`src/design/assert_macros.svh`:
```
// assertion macros used by the receiver rtl
// no dependencies; simulation builds check, SYNTH builds drop them
`ifndef ASSERT_MACROS_SVH
`define ASSERT_MACROS_SVH

`ifndef SYNTH
// property must hold at every clock edge outside reset
`define LFPR_ASSERT(label, prop, msg) \
  label: assert property (@(posedge clk_i) disable iff (!rst_ni) (prop)) else $error(msg);
// condition must never be seen at a clock edge outside reset
`define LFPR_NEVER(label, cond, msg) \
  label: assert property (@(posedge clk_i) disable iff (!rst_ni) !(cond)) else $error(msg);
`else
`define LFPR_ASSERT(label, prop, msg)
`define LFPR_NEVER(label, cond, msg)
`endif

`endif

```
`src/design/lfpr_pkg.sv`:
```
// types and constants of the length framed packet receiver
// no dependencies; used by the top level
package lfpr_pkg;

  // parse phases; drain reads the stored payload out after a good checksum
  typedef enum logic [2:0] {
    PH_IDLE,
    PH_HEAD,
    PH_LEN,
    PH_DATA,
    PH_SUM,
    PH_DRAIN
  } phase_e;

  // configuration register indexes
  localparam logic [1:0] CFG_FIRST_HEAD  = 2'd0;
  localparam logic [1:0] CFG_SECOND_HEAD = 2'd1;
  localparam logic [1:0] CFG_MAX_LEN     = 2'd2;
  localparam logic [1:0] CFG_TIMEOUT     = 2'd3;

  // input kinds carried in tuser
  localparam logic CMD_BYTE = 1'b0;
  localparam logic CMD_TICK = 1'b1;

  // reset values of the configuration registers
  localparam logic [7:0]  FIRST_HEAD_RST  = 8'd170;
  localparam logic [7:0]  SECOND_HEAD_RST = 8'd85;
  localparam logic [5:0]  MAX_LEN_RST     = 6'd32;
  localparam logic [15:0] TIMEOUT_RST     = 16'd10;

  localparam int CFG_IDX_W  = 2;
  localparam int CFG_DATA_W = 16;
  localparam int LEN_W      = 6;
  localparam int IDX_W      = 5;
  localparam int BYTE_W     = 8;
  localparam int TICK_W     = 16;
  localparam int OUT_DATA_W = 24;
  localparam int OUT_PAD_W  = OUT_DATA_W - BYTE_W - IDX_W - LEN_W;

endpackage

```
`src/design/lfpr_ram.sv`:
```
// generic single write port, single read port ram with registered read
// no dependencies
module lfpr_ram #(
  parameter int WIDTH = 8,
  parameter int DEPTH = 32,
  localparam int AW = (DEPTH > 1) ? $clog2(DEPTH) : 1
) (
  input  logic             clk_i,
  input  logic             we_i,
  input  logic [AW-1:0]    waddr_i,
  input  logic [WIDTH-1:0] wdata_i,
  input  logic             re_i,
  input  logic [AW-1:0]    raddr_i,
  output logic [WIDTH-1:0] rdata_o
);

  logic [WIDTH-1:0] mem_q [DEPTH];
  logic [WIDTH-1:0] rdata_q;

  always_ff @(posedge clk_i) begin
    if (we_i) begin
      mem_q[waddr_i] <= wdata_i;
    end
    if (re_i) begin
      rdata_q <= mem_q[raddr_i];
    end
  end

  assign rdata_o = rdata_q;

endmodule

```
`src/design/length_framed_packet_receiver.sv`:
```
// length framed packet receiver: HEAD1 HEAD2 LEN DATA[LEN] CHECKSUM, payload kept in lfpr_ram
// throughput: one byte or tick request per cycle while parsing; a good checksum byte starts a
// readout of LEN results, one ram read at a time, each issued only when the output register
// is free, and input is held off until the last read has landed
// each read result lands in the ram read register, then in the output register
// reset (async, active low) clears control state and loads register defaults; ram not cleared
`include "assert_macros.svh"

module length_framed_packet_receiver #(
  parameter int MAX_PAYLOAD = 32
) (
  input  logic                              clk_i,
  input  logic                              rst_ni,
  // configuration write port
  input  logic                              cfg_we_i,
  input  logic [lfpr_pkg::CFG_IDX_W-1:0]    cfg_idx_i,
  input  logic [lfpr_pkg::CFG_DATA_W-1:0]   cfg_data_i,
  // input requests
  input  logic                              s_axis_tvalid,
  output logic                              s_axis_tready,
  input  logic [7:0]                        s_axis_tdata,  // rx_byte [7:0]
  input  logic                              s_axis_tuser,  // command [0]
  // result requests
  output logic                              m_axis_tvalid,
  input  logic                              m_axis_tready,
  // payload_byte [7:0], payload_index [12:8], payload_length [18:13], zero pad [23:19]
  output logic [lfpr_pkg::OUT_DATA_W-1:0]   m_axis_tdata,
  output logic                              m_axis_tlast   // last_of_frame
);

  localparam int AW = (MAX_PAYLOAD > 1) ? $clog2(MAX_PAYLOAD) : 1;
  // largest length that fits the store, as a byte
  localparam logic [7:0] StoreMax = 8'(MAX_PAYLOAD);

  // configuration registers
  logic [7:0]  first_head_q;
  logic [7:0]  second_head_q;
  logic [5:0]  max_len_q;
  logic [15:0] timeout_q;

  // parser state
  lfpr_pkg::phase_e phase_q, phase_d;
  logic [5:0]  taken_q, taken_d;
  logic [5:0]  frame_len_q, frame_len_d;
  logic [7:0]  sum_q, sum_d;
  logic [15:0] ticks_q, ticks_d;

  // readout state
  logic [5:0]  rd_idx_q, rd_idx_d;
  logic        pend_q;
  logic [4:0]  pend_idx_q;
  logic        pend_last_q;

  // output register
  logic        out_valid_q;
  logic [7:0]  out_byte_q;
  logic [4:0]  out_idx_q;
  logic [5:0]  out_len_q;
  logic        out_last_q;

  // ram side
  logic          ram_we;
  logic [AW-1:0] ram_waddr;
  logic          ram_re;
  logic [AW-1:0] ram_raddr;
  logic [7:0]    ram_rdata;

  logic        in_fire;
  logic        in_drain;
  logic [7:0]  rx_byte;
  logic [7:0]  sum_add;
  logic [15:0] ticks_sat;
  logic [5:0]  taken_inc;
  logic        len_ok;
  logic [4:0]  out_last_idx;

  assign rx_byte       = s_axis_tdata;
  assign in_drain      = (phase_q == lfpr_pkg::PH_DRAIN);
  assign s_axis_tready = !in_drain;
  assign in_fire       = s_axis_tvalid && s_axis_tready;
  assign sum_add       = sum_q + rx_byte;
  assign ticks_sat     = (ticks_q == 16'hFFFF) ? ticks_q : ticks_q + 16'd1;
  assign taken_inc     = taken_q + 6'd1;
  assign len_ok        = (rx_byte != 8'd0) && (rx_byte <= {2'b00, max_len_q})
                         && (rx_byte <= StoreMax);

  // configuration writes
  always_ff @(posedge clk_i or negedge rst_ni) begin
    if (!rst_ni) begin
      first_head_q  <= lfpr_pkg::FIRST_HEAD_RST;
      second_head_q <= lfpr_pkg::SECOND_HEAD_RST;
      max_len_q     <= lfpr_pkg::MAX_LEN_RST;
      timeout_q     <= lfpr_pkg::TIMEOUT_RST;
    end else if (cfg_we_i) begin
      case (cfg_idx_i)
        lfpr_pkg::CFG_FIRST_HEAD:  first_head_q  <= cfg_data_i[7:0];
        lfpr_pkg::CFG_SECOND_HEAD: second_head_q <= cfg_data_i[7:0];
        lfpr_pkg::CFG_MAX_LEN:     max_len_q     <= cfg_data_i[5:0];
        lfpr_pkg::CFG_TIMEOUT:     timeout_q     <= cfg_data_i;
        default: ;
      endcase
    end
  end

  // parse and readout control
  always_comb begin
    phase_d     = phase_q;
    taken_d     = taken_q;
    frame_len_d = frame_len_q;
    sum_d       = sum_q;
    ticks_d     = ticks_q;
    rd_idx_d    = rd_idx_q;
    ram_we      = 1'b0;
    ram_re      = 1'b0;

    if (in_fire && (s_axis_tuser == lfpr_pkg::CMD_TICK)) begin
      // tick: count idle time, abandon a partial frame at the timeout
      ticks_d = ticks_sat;
      if ((phase_q != lfpr_pkg::PH_IDLE) && (ticks_sat >= timeout_q)) begin
        phase_d = lfpr_pkg::PH_IDLE;
      end
    end else if (in_fire) begin
      ticks_d = '0;
      case (phase_q)
        lfpr_pkg::PH_IDLE: begin
          if (rx_byte == first_head_q) begin
            taken_d     = '0;
            frame_len_d = '0;
            sum_d       = rx_byte;
            phase_d     = lfpr_pkg::PH_HEAD;
          end
        end
        lfpr_pkg::PH_HEAD: begin
          // second header is tested first; a repeated first header holds
          if (rx_byte == second_head_q) begin
            sum_d   = sum_add;
            phase_d = lfpr_pkg::PH_LEN;
          end else if (rx_byte != first_head_q) begin
            phase_d = lfpr_pkg::PH_IDLE;
          end
        end
        lfpr_pkg::PH_LEN: begin
          sum_d   = sum_add;
          taken_d = '0;
          if (len_ok) begin
            frame_len_d = rx_byte[5:0];
            phase_d     = lfpr_pkg::PH_DATA;
          end else begin
            frame_len_d = rx_byte[5:0];
            phase_d     = lfpr_pkg::PH_IDLE;
          end
        end
        lfpr_pkg::PH_DATA: begin
          ram_we  = ({2'b00, taken_q} < StoreMax);
          taken_d = taken_inc;
          sum_d   = sum_add;
          if (taken_inc >= frame_len_q) begin
            phase_d = lfpr_pkg::PH_SUM;
          end
        end
        lfpr_pkg::PH_SUM: begin
          sum_d    = sum_add;
          rd_idx_d = '0;
          phase_d  = (sum_add == 8'd0) ? lfpr_pkg::PH_DRAIN : lfpr_pkg::PH_IDLE;
        end
        default: begin
          phase_d = lfpr_pkg::PH_IDLE;
        end
      endcase
    end else if (in_drain) begin
      // one read at a time, issued only when its data can land in the output register
      if ((rd_idx_q != frame_len_q) && !pend_q && (!out_valid_q || m_axis_tready)) begin
        ram_re   = 1'b1;
        rd_idx_d = rd_idx_q + 6'd1;
      end
      if ((rd_idx_q == frame_len_q) && !pend_q) begin
        phase_d = lfpr_pkg::PH_IDLE;
      end
    end
  end

  assign ram_waddr = AW'(taken_q);
  assign ram_raddr = AW'(rd_idx_q);

  always_ff @(posedge clk_i or negedge rst_ni) begin
    if (!rst_ni) begin
      phase_q     <= lfpr_pkg::PH_IDLE;
      taken_q     <= '0;
      frame_len_q <= '0;
      sum_q       <= '0;
      ticks_q     <= '0;
      rd_idx_q    <= '0;
      pend_q      <= 1'b0;
      out_valid_q <= 1'b0;
    end else begin
      phase_q     <= phase_d;
      taken_q     <= taken_d;
      frame_len_q <= frame_len_d;
      sum_q       <= sum_d;
      ticks_q     <= ticks_d;
      rd_idx_q    <= rd_idx_d;
      pend_q      <= ram_re;
      // a landing read always finds the output register free
      if (pend_q) begin
        out_valid_q <= 1'b1;
      end else if (m_axis_tready) begin
        out_valid_q <= 1'b0;
      end
    end
  end

  // payload registers of the read in flight and of the output
  always_ff @(posedge clk_i) begin
    if (ram_re) begin
      pend_idx_q  <= rd_idx_q[4:0];
      pend_last_q <= (rd_idx_d == frame_len_q);
    end
    if (pend_q) begin
      out_byte_q <= ram_rdata;
      out_idx_q  <= pend_idx_q;
      out_len_q  <= frame_len_q;
      out_last_q <= pend_last_q;
    end
  end

  lfpr_ram #(
    .WIDTH (lfpr_pkg::BYTE_W),
    .DEPTH (MAX_PAYLOAD)
  ) u_store (
    .clk_i   (clk_i),
    .we_i    (ram_we),
    .waddr_i (ram_waddr),
    .wdata_i (rx_byte),
    .re_i    (ram_re),
    .raddr_i (ram_raddr),
    .rdata_o (ram_rdata)
  );

  assign m_axis_tvalid = out_valid_q;
  assign m_axis_tlast  = out_last_q;
  assign m_axis_tdata  = {{lfpr_pkg::OUT_PAD_W{1'b0}}, out_len_q, out_idx_q, out_byte_q};

  // index the last byte of the held frame must carry
  assign out_last_idx = 5'(out_len_q - 6'd1);

  `LFPR_ASSERT(a_land_slot_free, pend_q |-> !out_valid_q, "read landed on a held result")
  `LFPR_ASSERT(a_drain_blocks_in, in_drain |-> !s_axis_tready, "input taken during readout")
  `LFPR_NEVER(a_rd_beyond_len, in_drain && (rd_idx_q > frame_len_q), "readout past length")
  `LFPR_ASSERT(a_last_index, (out_valid_q && out_last_q) |-> (out_idx_q == out_last_idx), "bad last")
  `LFPR_NEVER(a_write_in_drain, ram_we && in_drain, "store written during readout")

endmodule

```
`config.mk`:
```
export PLATFORM = sky130hd
export DESIGN_NAME = length_framed_packet_receiver
export DESIGN_NICKNAME = d
export VERILOG_FILES = /design/src/design/lfpr_pkg.sv /design/src/design/lfpr_ram.sv /design/src/design/length_framed_packet_receiver.sv
export VERILOG_INCLUDE_DIRS = /design/src /design/src/design
export SDC_FILE = /design/constraint.sdc
export NUM_CORES = 1
export LEC_CHECK = 0
export BUFFER_PORTS_ARGS = -buffer_cell sky130_fd_sc_hd__buf_2
export CAP_MARGIN = 30
export CORE_ASPECT_RATIO = 1.25
export CORE_UTILIZATION = 30
export CTS_CLUSTER_DIAMETER = 150
export CTS_CLUSTER_SIZE = 8
export DETAILED_ROUTE_END_ITERATION = 6
export PLACE_DENSITY = 0.54
export SLEW_MARGIN = 20
export SYNTH_ARGS = -nofsm -noshare
export SYNTH_HDL_FRONTEND = slang
export SYNTH_SLANG_ARGS = --single-unit
```
`constraint.sdc`:
```
create_clock -name clk_i -period 9.71 [get_ports clk_i]
set_clock_uncertainty 0.2 [all_clocks]
set_input_delay 2.4275 -clock clk_i [delete_from_list [all_inputs] [get_ports clk_i]]
set_output_delay 2.4275 -clock clk_i [all_outputs]
set_load 0.005 [all_outputs]
```
==> results.md <==
* Max-slew violations at 0
* WL/cell at 19.9 microns
* Worst r2r src: ticks_q[12]
* Port Buf Inserts at 53
* Top_reg_cell synth: edfxtp_1
* CTS Buf Count at 52
* Total gr overflow at 0
* Synth area leader: edfxtp_1
* Synthesis Warnings at 0
* Overall routing resource usage at 0.136
* Htree depth at 2
* IO Count at 59
* CP Capture Type: flop
* Max incr delay on CP at 0.57 ns
* Post-synth top cells: edfxtp_1, mux4_2, nor2_1
* Combinational cell fraction of total power at 0.087
* Tightest Hold Check Type: flop to flop
* FF-to-FF setup slack at 5.96 ns
* CORE AREA at 0.0553 sq mm
* Fin crit period at 4.82 ns
* Final hold vios at 0
* Worst-Margin Slew at 0.932 ns
* Pre-antenna DRT Iters at 6
* Die W at 214 microns
* Post-CTS sizing at 0
* Register area share after synthesis at 0.642
* Pin count of the biggest net entering global routing at 65
* WL final at 38.4 mm
* Yosys top cell area share at 0.515
* CP Class: input port to flop
* Netlist cell types at 76
* Layout Nets at 1,238
* Via count at 9,452
* Worst hold path stage count at 0
* Static leakage power at 6.75 nW
* Post-route cell area at 0.0194 sq mm
* Die area at 0.0573 sq mm
* Slew HR at 0.379
* Maximum clock insertion buffer count at 3
* Num rows at 96
* Switching part of the total at 0.231
* Post-synth EDFFs at 290
* Critical path's top delay family: adder cells
* Sequence of cells on the critical path: buf_2 > ha_1 > inv_1 > fa_1 > nand2b_1 > a21oi_1 > mux2_2 > nor3_1 > a32oi_1 > o2bb2ai_1
* Worst EP arrival at 5.12 ns
* #FFs+latches synth at 375
* Initial core utilization at 0.306
* Skew-Pair Late Insertion Delay at 0.58 ns
* Post-route DRC at 0
* Crit path required time at 10.01 ns
* Fraction of layout cells with a size suffix above 1 at 0.231
* Synthesized area per cell at 15.5 sq um
* Initial DRC count at 535
* Max FO, Critical Path at 38
* CP bufs+invs at 2
* RSZ-0062 raised after global routing: false
* Final setup viols at 0
* Sequential Power Share at 0.483
* Via density at 4.90
* Layout area overhead at 14.8%
* Hold-fix buffers, CTS at 0
* Worst r2r path cells at 12
* Outcome: finished, final reports clean
* Worst setup SP type: input port
* First-pass GRT wire length at 59.2 mm
* Crit-path slowest cell: buf_2
* Clock share of power at 0.430
* Setup tns final at 0 ns
* Clock transition at path regs at 0.05 ns
* Maximum VDD drop at 0.114 mV
* Post-Syn Area at 0.0169 sq mm
* Syn Inst Count at 1,091
* Hold path endpoint: out_byte_q[7]
* Max cap viols at 0
* Routed Antenna Nets at 0
* Reported net switching power at 878 uW
* Fmax at 0.208 GHz
* CTS Sinks at 375
* Pwr Total at 3.80 mW
* Part of the cycle the worst path needs at 0.496
* Pwr dens at 196 mW/mm^2
* Initial antenna violation count at 2
* Die Height at 267 microns
* Fin util at 0.351
* Clk root buf: clkbuf_16
* Placed cell area at 0.0179 sq mm
* Final HPWL DP at 25.4 mm
* Top post-synthesis cells by area: edfxtp_1, dfrtp_1, mux4_2
* Internal power at 2.92 mW
* Antenna Cells at 0
* Hold_sp: u_store.rdata_o[7]
* Vias in the first global route at 9,877
* Asr flop ratio synth at 0.227
* Post-CTS Setup Repair Bufs at 0
* GPL Wtd Cong at 0.783
* TritonCTS clock tree: yes
* Most frequent cell after synthesis: edfxtp_1
* Worst r2r dst: phase_q[2]
[metrics by stage]
step	cells	setup WS (ns)	hold WS [ns]
2_1_floorplan	1095	5.24	0.200
4_1_cts	1927	4.86	0.216
3_5_place_dp	1842	4.26	0.205
5_1_grt	1930	4.68	0.225
3_3_place_gp	1841	4.36	0.205
6_report	1930	4.89	0.215
[layer usage]
metal,up-vias,GRT usage,wire length [microns]
met3,69,0.0233,1590
met2,216,0.248,20200
met1,4814,0.159,15600
met4,4,0.0488,1000
met5,-,0,25
li1,4349,-,-
[power groups by stage]
stage,sequential [mW],combinational [mW],clock (mW)
after floorplan,1.85,0.242,0
after global placement,1.86,0.324,0
after detailed placement,1.86,0.332,0
after CTS,1.83,0.333,1.67
after global routing,1.84,0.373,1.74
final,1.83,0.330,1.63
[cells by family (layout without fill, tap and decap cells)]
group | count (synthesis) | in the layout | synth area share
and+or+nand+nor | 260 | 260 | 0.0769
other | 1 | 5 | 0.000222
xor gates and xnor gates | 45 | 45 | 0.0233
AOI/OAI and AO/OA | 131 | 131 | 0.0548
buffers and inverters | 98 | 198 | 0.0266
adders and majority gates | 42 | 42 | 0.0315
DFF | 375 | 375 | 0.642
muxes | 139 | 139 | 0.145
[placed cells by master (no fill, tap or decap), types with 9 or more instances in the layout]
master,netlist,layout
mux2_2,45,45
xnor2_1,33,33
clkbuf_1,15,31
ha_1,41,41
dfstp_2,11,11
inv_1,46,46
a21oi_1,16,16
clkbuf_16,0,52
mux2i_1,13,13
nand2_1,68,68
buf_4,14,11
buf_2,15,52
nand4_1,12,12
a22o_1,14,14
nand2b_1,10,10
dfrtp_1,74,72
edfxtp_1,290,290
xor2_1,12,12
nor2_1,76,76
o21ai_0,35,35
nor3_1,12,12
a21o_1,9,9
nand3_1,27,27
mux4_2,80,80
[cell type report]
class / instances / area, sq um
timing repair buffer: 65 / 385
sequential: 375 / 10900
inverter: 48 / 180
fill: 5310 / 35800
multi-input combinational: 622 / 5630
clock buffer: 83 / 1420
clock inverter: 2 / 25.0
tap: 735 / 920
[sequential cells by signal (all words and copies together), names as in the netlist, 3 cells and up]
signal,cells
out_byte_q,8
sum_q,8
frame_len_q,6
first_head_q,8
timeout_q,16
max_len_q,6
ticks_q,16
taken_q,6
u_store.rdata_o,8
phase_q,3
out_idx_q,5
pend_idx_q,5
u_store.mem_q,256
out_len_q,6
rd_idx_q,6
second_head_q,8
[worst register-to-register path, delay by kind of cell, from the launching register on]
kind | cells | cell delay [ns]
fa+ha+maj | 1 | 0.32
flops | 1 | 0.46
xor+xnor | 1 | 0.18
simple gates | 6 | 1.38
compound gates | 4 | 1.09
[worst max path at each step]
stage                                from    endpoint  cells past startpoint  slack [ns]
after floorplan           s_axis_tdata[1]  phase_q[0]                      9        5.24
after global placement    s_axis_tdata[0]  phase_q[0]                     10        4.36
after detailed placement  s_axis_tdata[0]  phase_q[0]                     10        4.26
after CTS                 s_axis_tdata[0]  phase_q[0]                     10        4.86
after global routing      s_axis_tdata[0]  phase_q[0]                     10        4.68
final                     s_axis_tdata[0]  phase_q[0]                     10        4.89
No activity file was read; power rests on OpenSTA's default activity.
